## src/rtl/core/mlbt_pkg.sv

```systemverilog
// ---------------------------------------------------------------------------
// Multi-lamp blink timer package
// Shared widths, command codes, register indexes and the lamp command type.
// ---------------------------------------------------------------------------
package mlbt_pkg;

    // Field widths.
    localparam int CNT_W    = 15;
    localparam int ACTION_W = 3;
    localparam int INDEX_W  = 2;
    localparam int LEVELS_W = 4;
    localparam int CFG_IDX_W  = 2;
    localparam int CFG_DATA_W = CNT_W;

    // Default lamp count.
    localparam int NUM_LAMPS_DEF = 4;

    // Command codes.
    localparam logic [ACTION_W-1:0] ACT_TICK         = 3'd0;
    localparam logic [ACTION_W-1:0] ACT_LAMP_ON      = 3'd1;
    localparam logic [ACTION_W-1:0] ACT_LAMP_OFF     = 3'd2;
    localparam logic [ACTION_W-1:0] ACT_BLINK_DEF    = 3'd3;
    localparam logic [ACTION_W-1:0] ACT_BLINK_CUSTOM = 3'd4;

    // Configuration register indexes.
    localparam logic [CFG_IDX_W-1:0] CFG_DEFAULT_PERIOD  = 2'd0;
    localparam logic [CFG_IDX_W-1:0] CFG_DEFAULT_ON_TIME = 2'd1;

    // Reset values.
    localparam logic [CNT_W-1:0] DEFAULT_PERIOD_RST  = 15'd1000;
    localparam logic [CNT_W-1:0] DEFAULT_ON_TIME_RST = 15'd100;

    // Decoded command as seen by every lamp.
    typedef struct packed {
        logic             tick;
        logic             set_on;
        logic             set_off;
        logic             start;
        logic [CNT_W-1:0] period;
        logic [CNT_W-1:0] on_time;
    } lamp_cmd_t;

endpackage

```

## src/rtl/core/mlbt_lamp.sv

```systemverilog
// ---------------------------------------------------------------------------
// Multi-lamp blink timer: one lamp
// Holds the blink state and counters of one lamp and works out its next
// state for the command in flight. The state is written when adv is high.
// ---------------------------------------------------------------------------
module mlbt_lamp (
    input  logic                 aclk,
    input  logic                 aresetn,
    input  mlbt_pkg::lamp_cmd_t  cmd,
    input  logic                 sel,
    input  logic                 adv,
    output logic                 lit_next
);

    logic                       blinking_reg, blinking_next;
    logic                       lit_reg;
    logic [mlbt_pkg::CNT_W-1:0] period_reg, period_next;
    logic [mlbt_pkg::CNT_W-1:0] on_time_reg, on_time_next;
    logic [mlbt_pkg::CNT_W-1:0] pcount_reg, pcount_next;
    logic [mlbt_pkg::CNT_W-1:0] ocount_reg, ocount_next;
    logic [mlbt_pkg::CNT_W:0]   pcount_inc;
    logic [mlbt_pkg::CNT_W-1:0] ocount_inc;

    // Next-state logic for one tick or one addressed command.
    always_comb begin
        blinking_next = blinking_reg;
        lit_next      = lit_reg;
        period_next   = period_reg;
        on_time_next  = on_time_reg;
        pcount_next   = pcount_reg;
        ocount_next   = ocount_reg;
        pcount_inc    = {1'b0, pcount_reg} + {{mlbt_pkg::CNT_W{1'b0}}, 1'b1};
        ocount_inc    = ocount_reg + {{(mlbt_pkg::CNT_W-1){1'b0}}, 1'b1};

        priority if (cmd.tick) begin
            if (blinking_reg) begin
                if (pcount_inc >= {1'b0, period_reg}) begin
                    // Period end: a dark lamp relights, a lit one holds.
                    if (!lit_reg) begin
                        lit_next    = 1'b1;
                        ocount_next = '0;
                        pcount_next = '0;
                    end else begin
                        pcount_next = period_reg;
                    end
                end else begin
                    pcount_next = pcount_inc[mlbt_pkg::CNT_W-1:0];
                    if (lit_reg) begin
                        ocount_next = ocount_inc;
                        if (ocount_inc >= on_time_reg) begin
                            lit_next = 1'b0;
                        end
                    end
                end
            end
        end else if (sel && cmd.set_on) begin
            blinking_next = 1'b0;
            lit_next      = 1'b1;
        end else if (sel && cmd.set_off) begin
            blinking_next = 1'b0;
            lit_next      = 1'b0;
        end else if (sel && cmd.start) begin
            period_next   = cmd.period;
            on_time_next  = cmd.on_time;
            pcount_next   = '0;
            ocount_next   = '0;
            blinking_next = 1'b1;
            lit_next      = 1'b1;
        end else begin
            // Commands for other lamps and spare codes keep this lamp as it is.
        end
    end

    // Lamp state registers.
    always_ff @(posedge aclk) begin
        if (!aresetn) begin
            blinking_reg <= 1'b0;
            lit_reg      <= 1'b0;
            period_reg   <= mlbt_pkg::DEFAULT_PERIOD_RST;
            on_time_reg  <= mlbt_pkg::DEFAULT_ON_TIME_RST;
            pcount_reg   <= '0;
            ocount_reg   <= '0;
        end else if (adv) begin
            blinking_reg <= blinking_next;
            lit_reg      <= lit_next;
            period_reg   <= period_next;
            on_time_reg  <= on_time_next;
            pcount_reg   <= pcount_next;
            ocount_reg   <= ocount_next;
        end
    end

endmodule

```

## src/rtl/core/multi_led_blink_timer_core.sv

```systemverilog
// ---------------------------------------------------------------------------
// Multi-lamp blink timer core
// Takes one command per beat, updates every lamp and returns the lamp levels.
// ---------------------------------------------------------------------------
// The block accepts one command beat per clock while the output is not
// stalled by m_ready, and returns one result beat per command, in order. A
// beat is captured in an input register; once the output register is free,
// all lamps update and the new levels land in the output register at the
// same edge. The sustained rate is one beat per cycle while m_ready stays
// high. Configuration writes take effect at once and are meant to be
// issued while no command is in flight.
module multi_led_blink_timer_core #(
    parameter int NUM_LAMPS = mlbt_pkg::NUM_LAMPS_DEF
) (
    input  logic                              aclk,
    input  logic                              aresetn,
    input  logic                              s_valid,
    output logic                              s_ready,
    input  logic [mlbt_pkg::ACTION_W-1:0]     s_action,
    input  logic [mlbt_pkg::INDEX_W-1:0]      s_led_index,
    input  logic [mlbt_pkg::CNT_W-1:0]        s_period,
    input  logic [mlbt_pkg::CNT_W-1:0]        s_on_time,
    output logic                              m_valid,
    input  logic                              m_ready,
    output logic [mlbt_pkg::LEVELS_W-1:0]     m_lamp_levels,
    input  logic                              cfg_we,
    input  logic [mlbt_pkg::CFG_IDX_W-1:0]    cfg_index,
    input  logic [mlbt_pkg::CFG_DATA_W-1:0]   cfg_wdata
);

    logic                             s1_valid_reg;
    logic [mlbt_pkg::ACTION_W-1:0]    s1_action_reg;
    logic [mlbt_pkg::INDEX_W-1:0]     s1_led_index_reg;
    logic [mlbt_pkg::CNT_W-1:0]       s1_period_reg;
    logic [mlbt_pkg::CNT_W-1:0]       s1_on_time_reg;
    logic                             m_valid_reg;
    logic [mlbt_pkg::LEVELS_W-1:0]    m_lamp_levels_reg, m_lamp_levels_next;
    logic [mlbt_pkg::CNT_W-1:0]       default_period_reg;
    logic [mlbt_pkg::CNT_W-1:0]       default_on_time_reg;
    logic                             adv;
    mlbt_pkg::lamp_cmd_t              cmd;
    logic [NUM_LAMPS-1:0]             lamp_sel;
    logic [NUM_LAMPS-1:0]             lamp_lit_next;

    // Handshake: the input stage drains whenever the output register frees up.
    assign adv     = s1_valid_reg && (!m_valid_reg || m_ready);
    assign s_ready = !s1_valid_reg || adv;
    assign m_valid       = m_valid_reg;
    assign m_lamp_levels = m_lamp_levels_reg;

    // Configuration registers.
    always_ff @(posedge aclk) begin
        if (!aresetn) begin
            default_period_reg  <= mlbt_pkg::DEFAULT_PERIOD_RST;
            default_on_time_reg <= mlbt_pkg::DEFAULT_ON_TIME_RST;
        end else if (cfg_we) begin
            if (cfg_index == mlbt_pkg::CFG_DEFAULT_PERIOD) begin
                default_period_reg <= cfg_wdata;
            end
            if (cfg_index == mlbt_pkg::CFG_DEFAULT_ON_TIME) begin
                default_on_time_reg <= cfg_wdata;
            end
        end
    end

    // Input register.
    always_ff @(posedge aclk) begin
        if (!aresetn) begin
            s1_valid_reg <= 1'b0;
        end else if (s_ready) begin
            s1_valid_reg <= s_valid;
        end
    end

    always_ff @(posedge aclk) begin
        if (s_valid && s_ready) begin
            s1_action_reg    <= s_action;
            s1_led_index_reg <= s_led_index;
            s1_period_reg    <= s_period;
            s1_on_time_reg   <= s_on_time;
        end
    end

    // Decode the registered command for the lamps.
    always_comb begin
        cmd         = '0;
        cmd.period  = s1_period_reg;
        cmd.on_time = s1_on_time_reg;
        unique case (s1_action_reg)
            mlbt_pkg::ACT_TICK:      cmd.tick    = 1'b1;
            mlbt_pkg::ACT_LAMP_ON:   cmd.set_on  = 1'b1;
            mlbt_pkg::ACT_LAMP_OFF:  cmd.set_off = 1'b1;
            mlbt_pkg::ACT_BLINK_DEF: begin
                cmd.start   = 1'b1;
                cmd.period  = default_period_reg;
                cmd.on_time = default_on_time_reg;
            end
            mlbt_pkg::ACT_BLINK_CUSTOM: cmd.start = 1'b1;
            default: ;
        endcase
    end

    // One lamp per channel.
    for (genvar n = 0; n < NUM_LAMPS; n++) begin : g_lamp
        assign lamp_sel[n] = (32'(s1_led_index_reg) == n);

        mlbt_lamp u_lamp (
            .aclk     (aclk),
            .aresetn  (aresetn),
            .cmd      (cmd),
            .sel      (lamp_sel[n]),
            .adv      (adv),
            .lit_next (lamp_lit_next[n])
        );
    end

    // Result levels: lamps beyond the output width are not reported.
    for (genvar b = 0; b < mlbt_pkg::LEVELS_W; b++) begin : g_level
        if (b < NUM_LAMPS) begin : g_used
            assign m_lamp_levels_next[b] = lamp_lit_next[b];
        end else begin : g_unused
            assign m_lamp_levels_next[b] = 1'b0;
        end
    end

    // Output register.
    always_ff @(posedge aclk) begin
        if (!aresetn) begin
            m_valid_reg <= 1'b0;
        end else if (adv) begin
            m_valid_reg <= 1'b1;
        end else if (m_ready) begin
            m_valid_reg <= 1'b0;
        end
    end

    always_ff @(posedge aclk) begin
        if (adv) begin
            m_lamp_levels_reg <= m_lamp_levels_next;
        end
    end

    // The input side only stalls while the input register holds a beat.
    assert property (@(posedge aclk) disable iff (!aresetn)
        !s_ready |-> s1_valid_reg)
        else $error("input stalled with an empty input register");

    // An accepted beat is held in the input register on the next cycle.
    assert property (@(posedge aclk) disable iff (!aresetn)
        (s_valid && s_ready) |=> s1_valid_reg)
        else $error("accepted beat was lost");

    // An off command leaves the addressed lamp dark in its result.
    assert property (@(posedge aclk) disable iff (!aresetn)
        (adv && s1_action_reg == mlbt_pkg::ACT_LAMP_OFF)
        |=> !m_lamp_levels_reg[$past(s1_led_index_reg)])
        else $error("lamp still lit after an off command");

endmodule
```

## config.mk

```make
export PLATFORM = sky130hd
export DESIGN_NAME = multi_led_blink_timer_core
export DESIGN_NICKNAME = d
export VERILOG_FILES = /design/src/rtl/core/mlbt_pkg.sv /design/src/rtl/core/mlbt_lamp.sv /design/src/rtl/core/multi_led_blink_timer_core.sv
export SDC_FILE = /design/constraint.sdc
export NUM_CORES = 1
export LEC_CHECK = 0
export ABC_CLOCK_PERIOD_IN_PS = 4400
export BUFFER_PORTS_ARGS = -buffer_cell sky130_fd_sc_hd__buf_2
export CAP_MARGIN = 20
export CORE_MARGIN = 2
export CORE_UTILIZATION = 38
export CTS_BUF_LIST = sky130_fd_sc_hd__clkbuf_8
export DETAILED_ROUTE_END_ITERATION = 8
export GPL_ROUTABILITY_DRIVEN = 1
export RECOVER_POWER = 50
export SKIP_LAST_GASP = 1
export SYNTH_ARGS = -nofsm -noshare
export SYNTH_HDL_FRONTEND = slang
export SYNTH_HIERARCHICAL = 1
export SYNTH_SLANG_ARGS = --single-unit
```

## constraint.sdc

```tcl
create_clock -name aclk -period 4.4 [get_ports aclk]
set_clock_uncertainty 0.15 [all_clocks]
set_input_delay 0.66 -clock aclk [delete_from_list [all_inputs] [get_ports aclk]]
set_output_delay 0.66 -clock aclk [all_outputs]
set_load 0.01 [all_outputs]
```

# == Word level (Yosys, flattened, before mapping) ==
# Index checks and enable logic that the tools add are counted.
# classes
muxes,99
order_cmp,8
n_eq_ne,28
n_addsub,8
bitwise,9
n_reduce_logical,49
# ops
operator,n
15-bit two-way mux,48
15-bit by 1-bit adder with 16-bit output (second input constant),4
16-bit by 15-bit greater-or-equal comparator with 1-bit output,4
15-bit by 1-bit adder with 15-bit output (second input constant),4
15-bit greater-or-equal comparator,4
1-bit two-way mux,50
5-bit AND reduction,8
30-bit two-way mux,1
7-bit AND reduction,4
2-bit != test (second input constant),8
1-bit logical AND,14
3-bit by 1-bit != test with 1-bit output (second input constant),4
3-bit != test (second input constant),4
3-bit AND reduction,4
3-bit nonzero test,4
2-bit nonzero test,5
1-bit NOT,9
2-bit by 1-bit != test with 1-bit output (second input constant),4
3-bit by 2-bit equality test with 1-bit output (second input constant),2
2-bit by 1-bit equality test with 1-bit output (second input constant),2
2-bit equality test (second input constant),2
2-bit logical NOT,2
2-bit AND reduction,2
3-bit by 1-bit equality test with 1-bit output (second input constant),1
5 further kinds,7
# word_totals
wordCells,234
regBits,319
out_inout_bits,6

# == Depth between registers and ports, before layout ==
# depth
word_depth,8
mapped_depth,15
depth_no_buf,13

# == By module ==
# Netlist, hierarchy kept.
# modules_own_cells
module,seq_area_each_um2,area_each_um2,instances,cells_per_inst
mlbt_lamp at g_lamp[0].u_lamp ...,1241.2,3667.3,3,456
mlbt_lamp at g_lamp[1].u_lamp,1241.2,3788.6,1,460
multi_led_blink_timer_core,1811.7,2867.8,1,214

# == Worst setup path before layout ==
# OpenSTA, ideal clock, no wires.
# synth_path
path_type,register to register
startpoint,register g_lamp[0].u_lamp/pcount_reg[0] (netlist bit)
endpoint,register g_lamp[0].u_lamp/ocount_reg[11] (netlist bit)
arrival_ps,3064
required_time_ps,4133
synth_period_minus_slack_ps,3331
setup_slack_ps,1069
stages_incl_launch_ff,14
cell_sequence,dfxtp_1 ha_1 and4_1 nor3b_1 xnor2_1 ha_1 nand3_1 nor4_1 o31ai_2 and3_4 buf_6 a211o_1 buf_6 a22o_1
# synth_via
elab_chain_cells,5
# synth_lines
item,line_no,rtl
"start, declared",mlbt_lamp.sv:19,"logic [mlbt_pkg::CNT_W-1:0] pcount_reg, pcount_next;"
"start signal, assigned",mlbt_lamp.sv:88,pcount_reg <= pcount_next;
15-bit by 1-bit adder with 16-bit output *,mlbt_lamp.sv:32,"pcount_inc = {1'b0, pcount_reg} + {{mlbt_pkg::CNT_W{1'b0}}, 1'b1};"
16-bit by 15-bit greater-or-equal comparator with 1-bit output *,mlbt_lamp.sv:37,"if (pcount_inc >= {1'b0, period_reg}) begin"
"parallel branches: the longest is 3 deep, another holds 7-bit AND reduction",-,
"end signal, assigned",mlbt_lamp.sv:89,ocount_reg <= ocount_next;
"end, declared",mlbt_lamp.sv:20,"logic [mlbt_pkg::CNT_W-1:0] ocount_reg, ocount_next;"
# Every way passes the cells marked *. The select of a mux whose other input is x is not followed.
# A chain may end at the register's enable or synchronous reset.

# == Final worst setup path ==
# layout_path
startpoint,register g_lamp[2].u_lamp/pcount_reg[0] (netlist bit)
endpoint,register g_lamp[2].u_lamp/ocount_reg[0] (netlist bit)
# layout_via
elab_chain_cells,5
# layout_lines
item,line_no
"start, declared",mlbt_lamp.sv:19
"start signal, assigned",mlbt_lamp.sv:88
15-bit by 1-bit adder with 16-bit output *,mlbt_lamp.sv:32
16-bit by 15-bit greater-or-equal comparator with 1-bit output *,mlbt_lamp.sv:37
"parallel branches: the longest is 3 deep, another holds 7-bit AND reduction",-
"end signal, assigned",mlbt_lamp.sv:89
"end, declared",mlbt_lamp.sv:20
# Marks and branches as above.

==> out/metrics.csv <==
stage,metric,value,unit
setup_path,arrival time worst endpoint,4.32,ns
global_route,largest net degree at the start of global routing,49,
setup_path,WS Path Type,reg2reg,
logic_synthesis,ys flop type,dfxtp_1,
status,failing checks,"capacitance limit, slew limit",
sta,final hold vios,0,
setup_path,critical path data required time,4.76,ns
logic_synthesis,post-synthesis cell area,0.0177,mm2
setup_path,Crit Path Max Fanout,17,
power,LEAKAGE,7.78,nW
detailed_routing,DR pass1 iterations,5,
sta,worst relative slew slack,-39.0,%
setup_path,CP top delay family,simple AND/OR/NAND/NOR gates,
setup_path,worst path cell trace,ha_1 -> and4_1 -> nor3b_1 -> xnor2_1 -> ha_1 -> nand3_1 -> nor4_1 -> o31ai_2 -> and3_4 -> a211o_1 -> mux2_2,
setup_path,Max stage delay on crit path,0.49,ns
layout,layout cells sized above 1,10.4,%
die,Starting Density,38.7,%
layout,Layout Nets,2291,
die,Die W,220,um
clock_tree,CTS tree,yes,
detailed_routing,DR DRC count,0,
global_route,vias in the first global route,14300,
detailed_routing,Routed Antenna Nets,0,
setup_path,CP endpoint kind,register,
place,DP Cell Count,2645,
status,run status,finished with violations,
logic_synthesis,Avg Inst Size Synth,8.65,um2
place,Buffers on Ports,62,
clock_tree,H-Tree Depth,2,
logic_synthesis,Post-synth ARST share,0,%
detailed_routing,vias per cell,5.42,
clock_tree,clock root cell,clkbuf_8,
clock_tree,post-CTS setup repair buffer count,0,
clock_tree,latest clock arrival within the worst-skew pair,0.63,ns
logic_synthesis,post-synthesis sequential area ratio,38.4,%
logic_synthesis,syn_nets,2227,
logic_synthesis,Unique masters post-synth,70,
detailed_routing,total number of vias,14900,
power,PD cells,306,mW/mm2
detailed_routing,mean routed wirelength per cell,18.1,um
clock_tree,deepest clock path buffer count,3,
logic_synthesis,"flops & latches, synth",319,
layout,Finished Cell Area,0.0196,mm2
layout,most frequent cells in the layout,"nand2_1 (371), dfxtp_1 (280), inv_1 (164), a21oi_1 (158), ha_1 (128)",
clock_tree,"CTS clk-pin slew, worst paths",0.06,ns
place,Placed Instance Area,0.0186,mm2
sta,Tightest Pin Transition,2.08,ns
sta,final setup fails,0,
clock_tree,PostCTS Resize Cnt,0,
power,VDD IR max,0.258,mV
clock_tree,TritonCTS buffer count,57,
die,FP Rows,78,
sta,Fmax,253,MHz
setup_path,Worst path most repeated cell,ha_1,
layout,"most common cell after layout, fill and taps aside",nand2_1,
logic_synthesis,share of the synthesized area in the top cell type,31.7,%
clock_tree,hold buffer count at cts,0,
sta,final hold slack,0.0509,ns
logic_synthesis,number of synthesized flops with an enable pin,39,
setup_path,Crit-path slowest cell,a211o_1,
place,Final HPWL DP,35.3,mm
sta,Tmin final,3.95,ns
layout,number of inserted diodes,0,
sta,RSZ-0062 raised after global routing,false,
logic_synthesis,Post-Synthesis Cells,2042,
logic_synthesis,Synth area leader,dfxtp_1,
global_route,gr ovfl total,0,
detailed_routing,number of DRC markers in iteration 0,1141,
logic_synthesis,synth top area cells,"dfxtp_1 (32%), ha_1 (9.1%), nand2_1 (7.9%)",
sta,post-route setup TNS,0,ns
layout,Non-Filler Instances,2749,
setup_path,"Buf+Inv Stages, Crit Path",0,
setup_path,Startpoint Class,register,
clock_tree,CTS Sinks,319,
flow_run,max_cap viols,2,
logic_synthesis,Yosys warning count,6,
global_route,initial antenna violation count,0,
place,routability cong.,0.889,
sta,Slew Limit Fails,74,
die,die area,0.0482,mm2
die,Core ar.,0.0456,mm2
die,num ports,63,
sta,Final period util,89.9,%
global_route,GRT Overall Usage,20.7,%
die,die height,220,um
worst_hold_path,type of the most critical hold path,in2reg,
global_route,first-pass GRT wire length,78.7,mm
layout,Syn-to-layout area delta,11.0,%
detailed_routing,DRT Wirelength,49.8,mm
==> where the power goes <==
group	total, mW	internal (mW)	switching [mW]	leakage [nW]
Sequential	3.02	2.99	0.0255	2.64
Clock	2.66	1.41	1.25	0.633
Combinational	0.321	0.0925	0.229	4.50
Total	6.00	4.49	1.51	7.78
==> final timing paths <==
kind | end | depth (start not counted) | from | slack (ns)
min | s1_led_index_reg[0]$_DFFE_PP_ | 1 | s_led_index[0] | 0.05
min reg2reg | g_lamp[3].u_lamp/period_reg[1]$_SDFFE_PN0P_ | 2 | g_lamp[3].u_lamp/period_reg[1]$_SDFFE_PN0P_ | 0.30
max | g_lamp[2].u_lamp/ocount_reg[0]$_SDFFE_PN0P_ | 11 | g_lamp[2].u_lamp/pcount_reg[0]$_SDFFE_PN0P_ | 0.45
max reg2reg | g_lamp[2].u_lamp/ocount_reg[0]$_SDFFE_PN0P_ | 11 | g_lamp[2].u_lamp/pcount_reg[0]$_SDFFE_PN0P_ | 0.45
==> kinds of logic (layout without fill, tap and decap cells) <==
logic type / Yosys count / count (layout) / share of synthesized area (%)
and+or+nand+nor: 680 / 680 / 18.4
AOI/OAI and AO/OA: 520 / 520 / 20.1
DFF: 319 / 319 / 38.4
buffers and inverters: 240 / 347 / 5.63
adders and majority gates: 128 / 128 / 9.07
xor gates and xnor gates: 87 / 87 / 4.32
muxes: 68 / 68 / 4.12
==> Yosys cell counts (33+ instances only) <==
cell type,count
edfxtp_1,39
mux2_2,33
inv_1,141
clkbuf_1,71
nand4_1,33
nand3_1,60
xnor2_1,67
a21o_1,41
o211ai_1,41
o21ai_0,74
a311oi_1,36
a21oi_1,158
nand2_1,371
ha_1,128
mux2i_1,34
dfxtp_1,280
a22o_1,58
nor2_1,67
==> metal layers <==
layer | wire, um | track usage (%) | vias up
li1 | - | - | 7446
met1 | 24200 | 29.2 | 7010
met2 | 21800 | 32.5 | 366
met3 | 2500 | 3.06 | 80
met4 | 1330 | 6.64 | 0
met5 | 0 | 0 | -
==> final cells by class <==
| cell class | count | area (um2) |
|---|---|---|
| inverters | 142 | 533 |
| multi-input cells | 1483 | 9900 |
| flip-flops and latches | 319 | 6780 |
| clock buffers | 66 | 908 |
| repair buffers | 103 | 556 |
| clock inverters | 36 | 168 |
| fillers | 4505 | 26000 |
| well taps | 600 | 751 |
==> metrics by stage <==
step	setup slack (ns)	util [%]	power, mW
2_1_floorplan	1.07	-	3.24
3_3_place_gp	0.585	40.8	3.40
3_5_place_dp	0.480	40.8	3.40
4_1_cts	0.488	43.2	6.08
5_1_grt	0.109	43.0	6.23
6_report	0.445	43.0	6.00
==> worst register-to-register path, stage by stage (launching register included) <==
cell and delay (ns):
dfxtp_1 0.45, ha_1 0.34, and4_1 0.30, nor3b_1 0.25, xnor2_1 0.13, ha_1 0.31, nand3_1 0.11, nor4_1 0.34
o31ai_2 0.29, and3_4 0.34, a211o_1 0.49, mux2_2 0.35
Note: power is estimated with default switching activity, not from simulation.
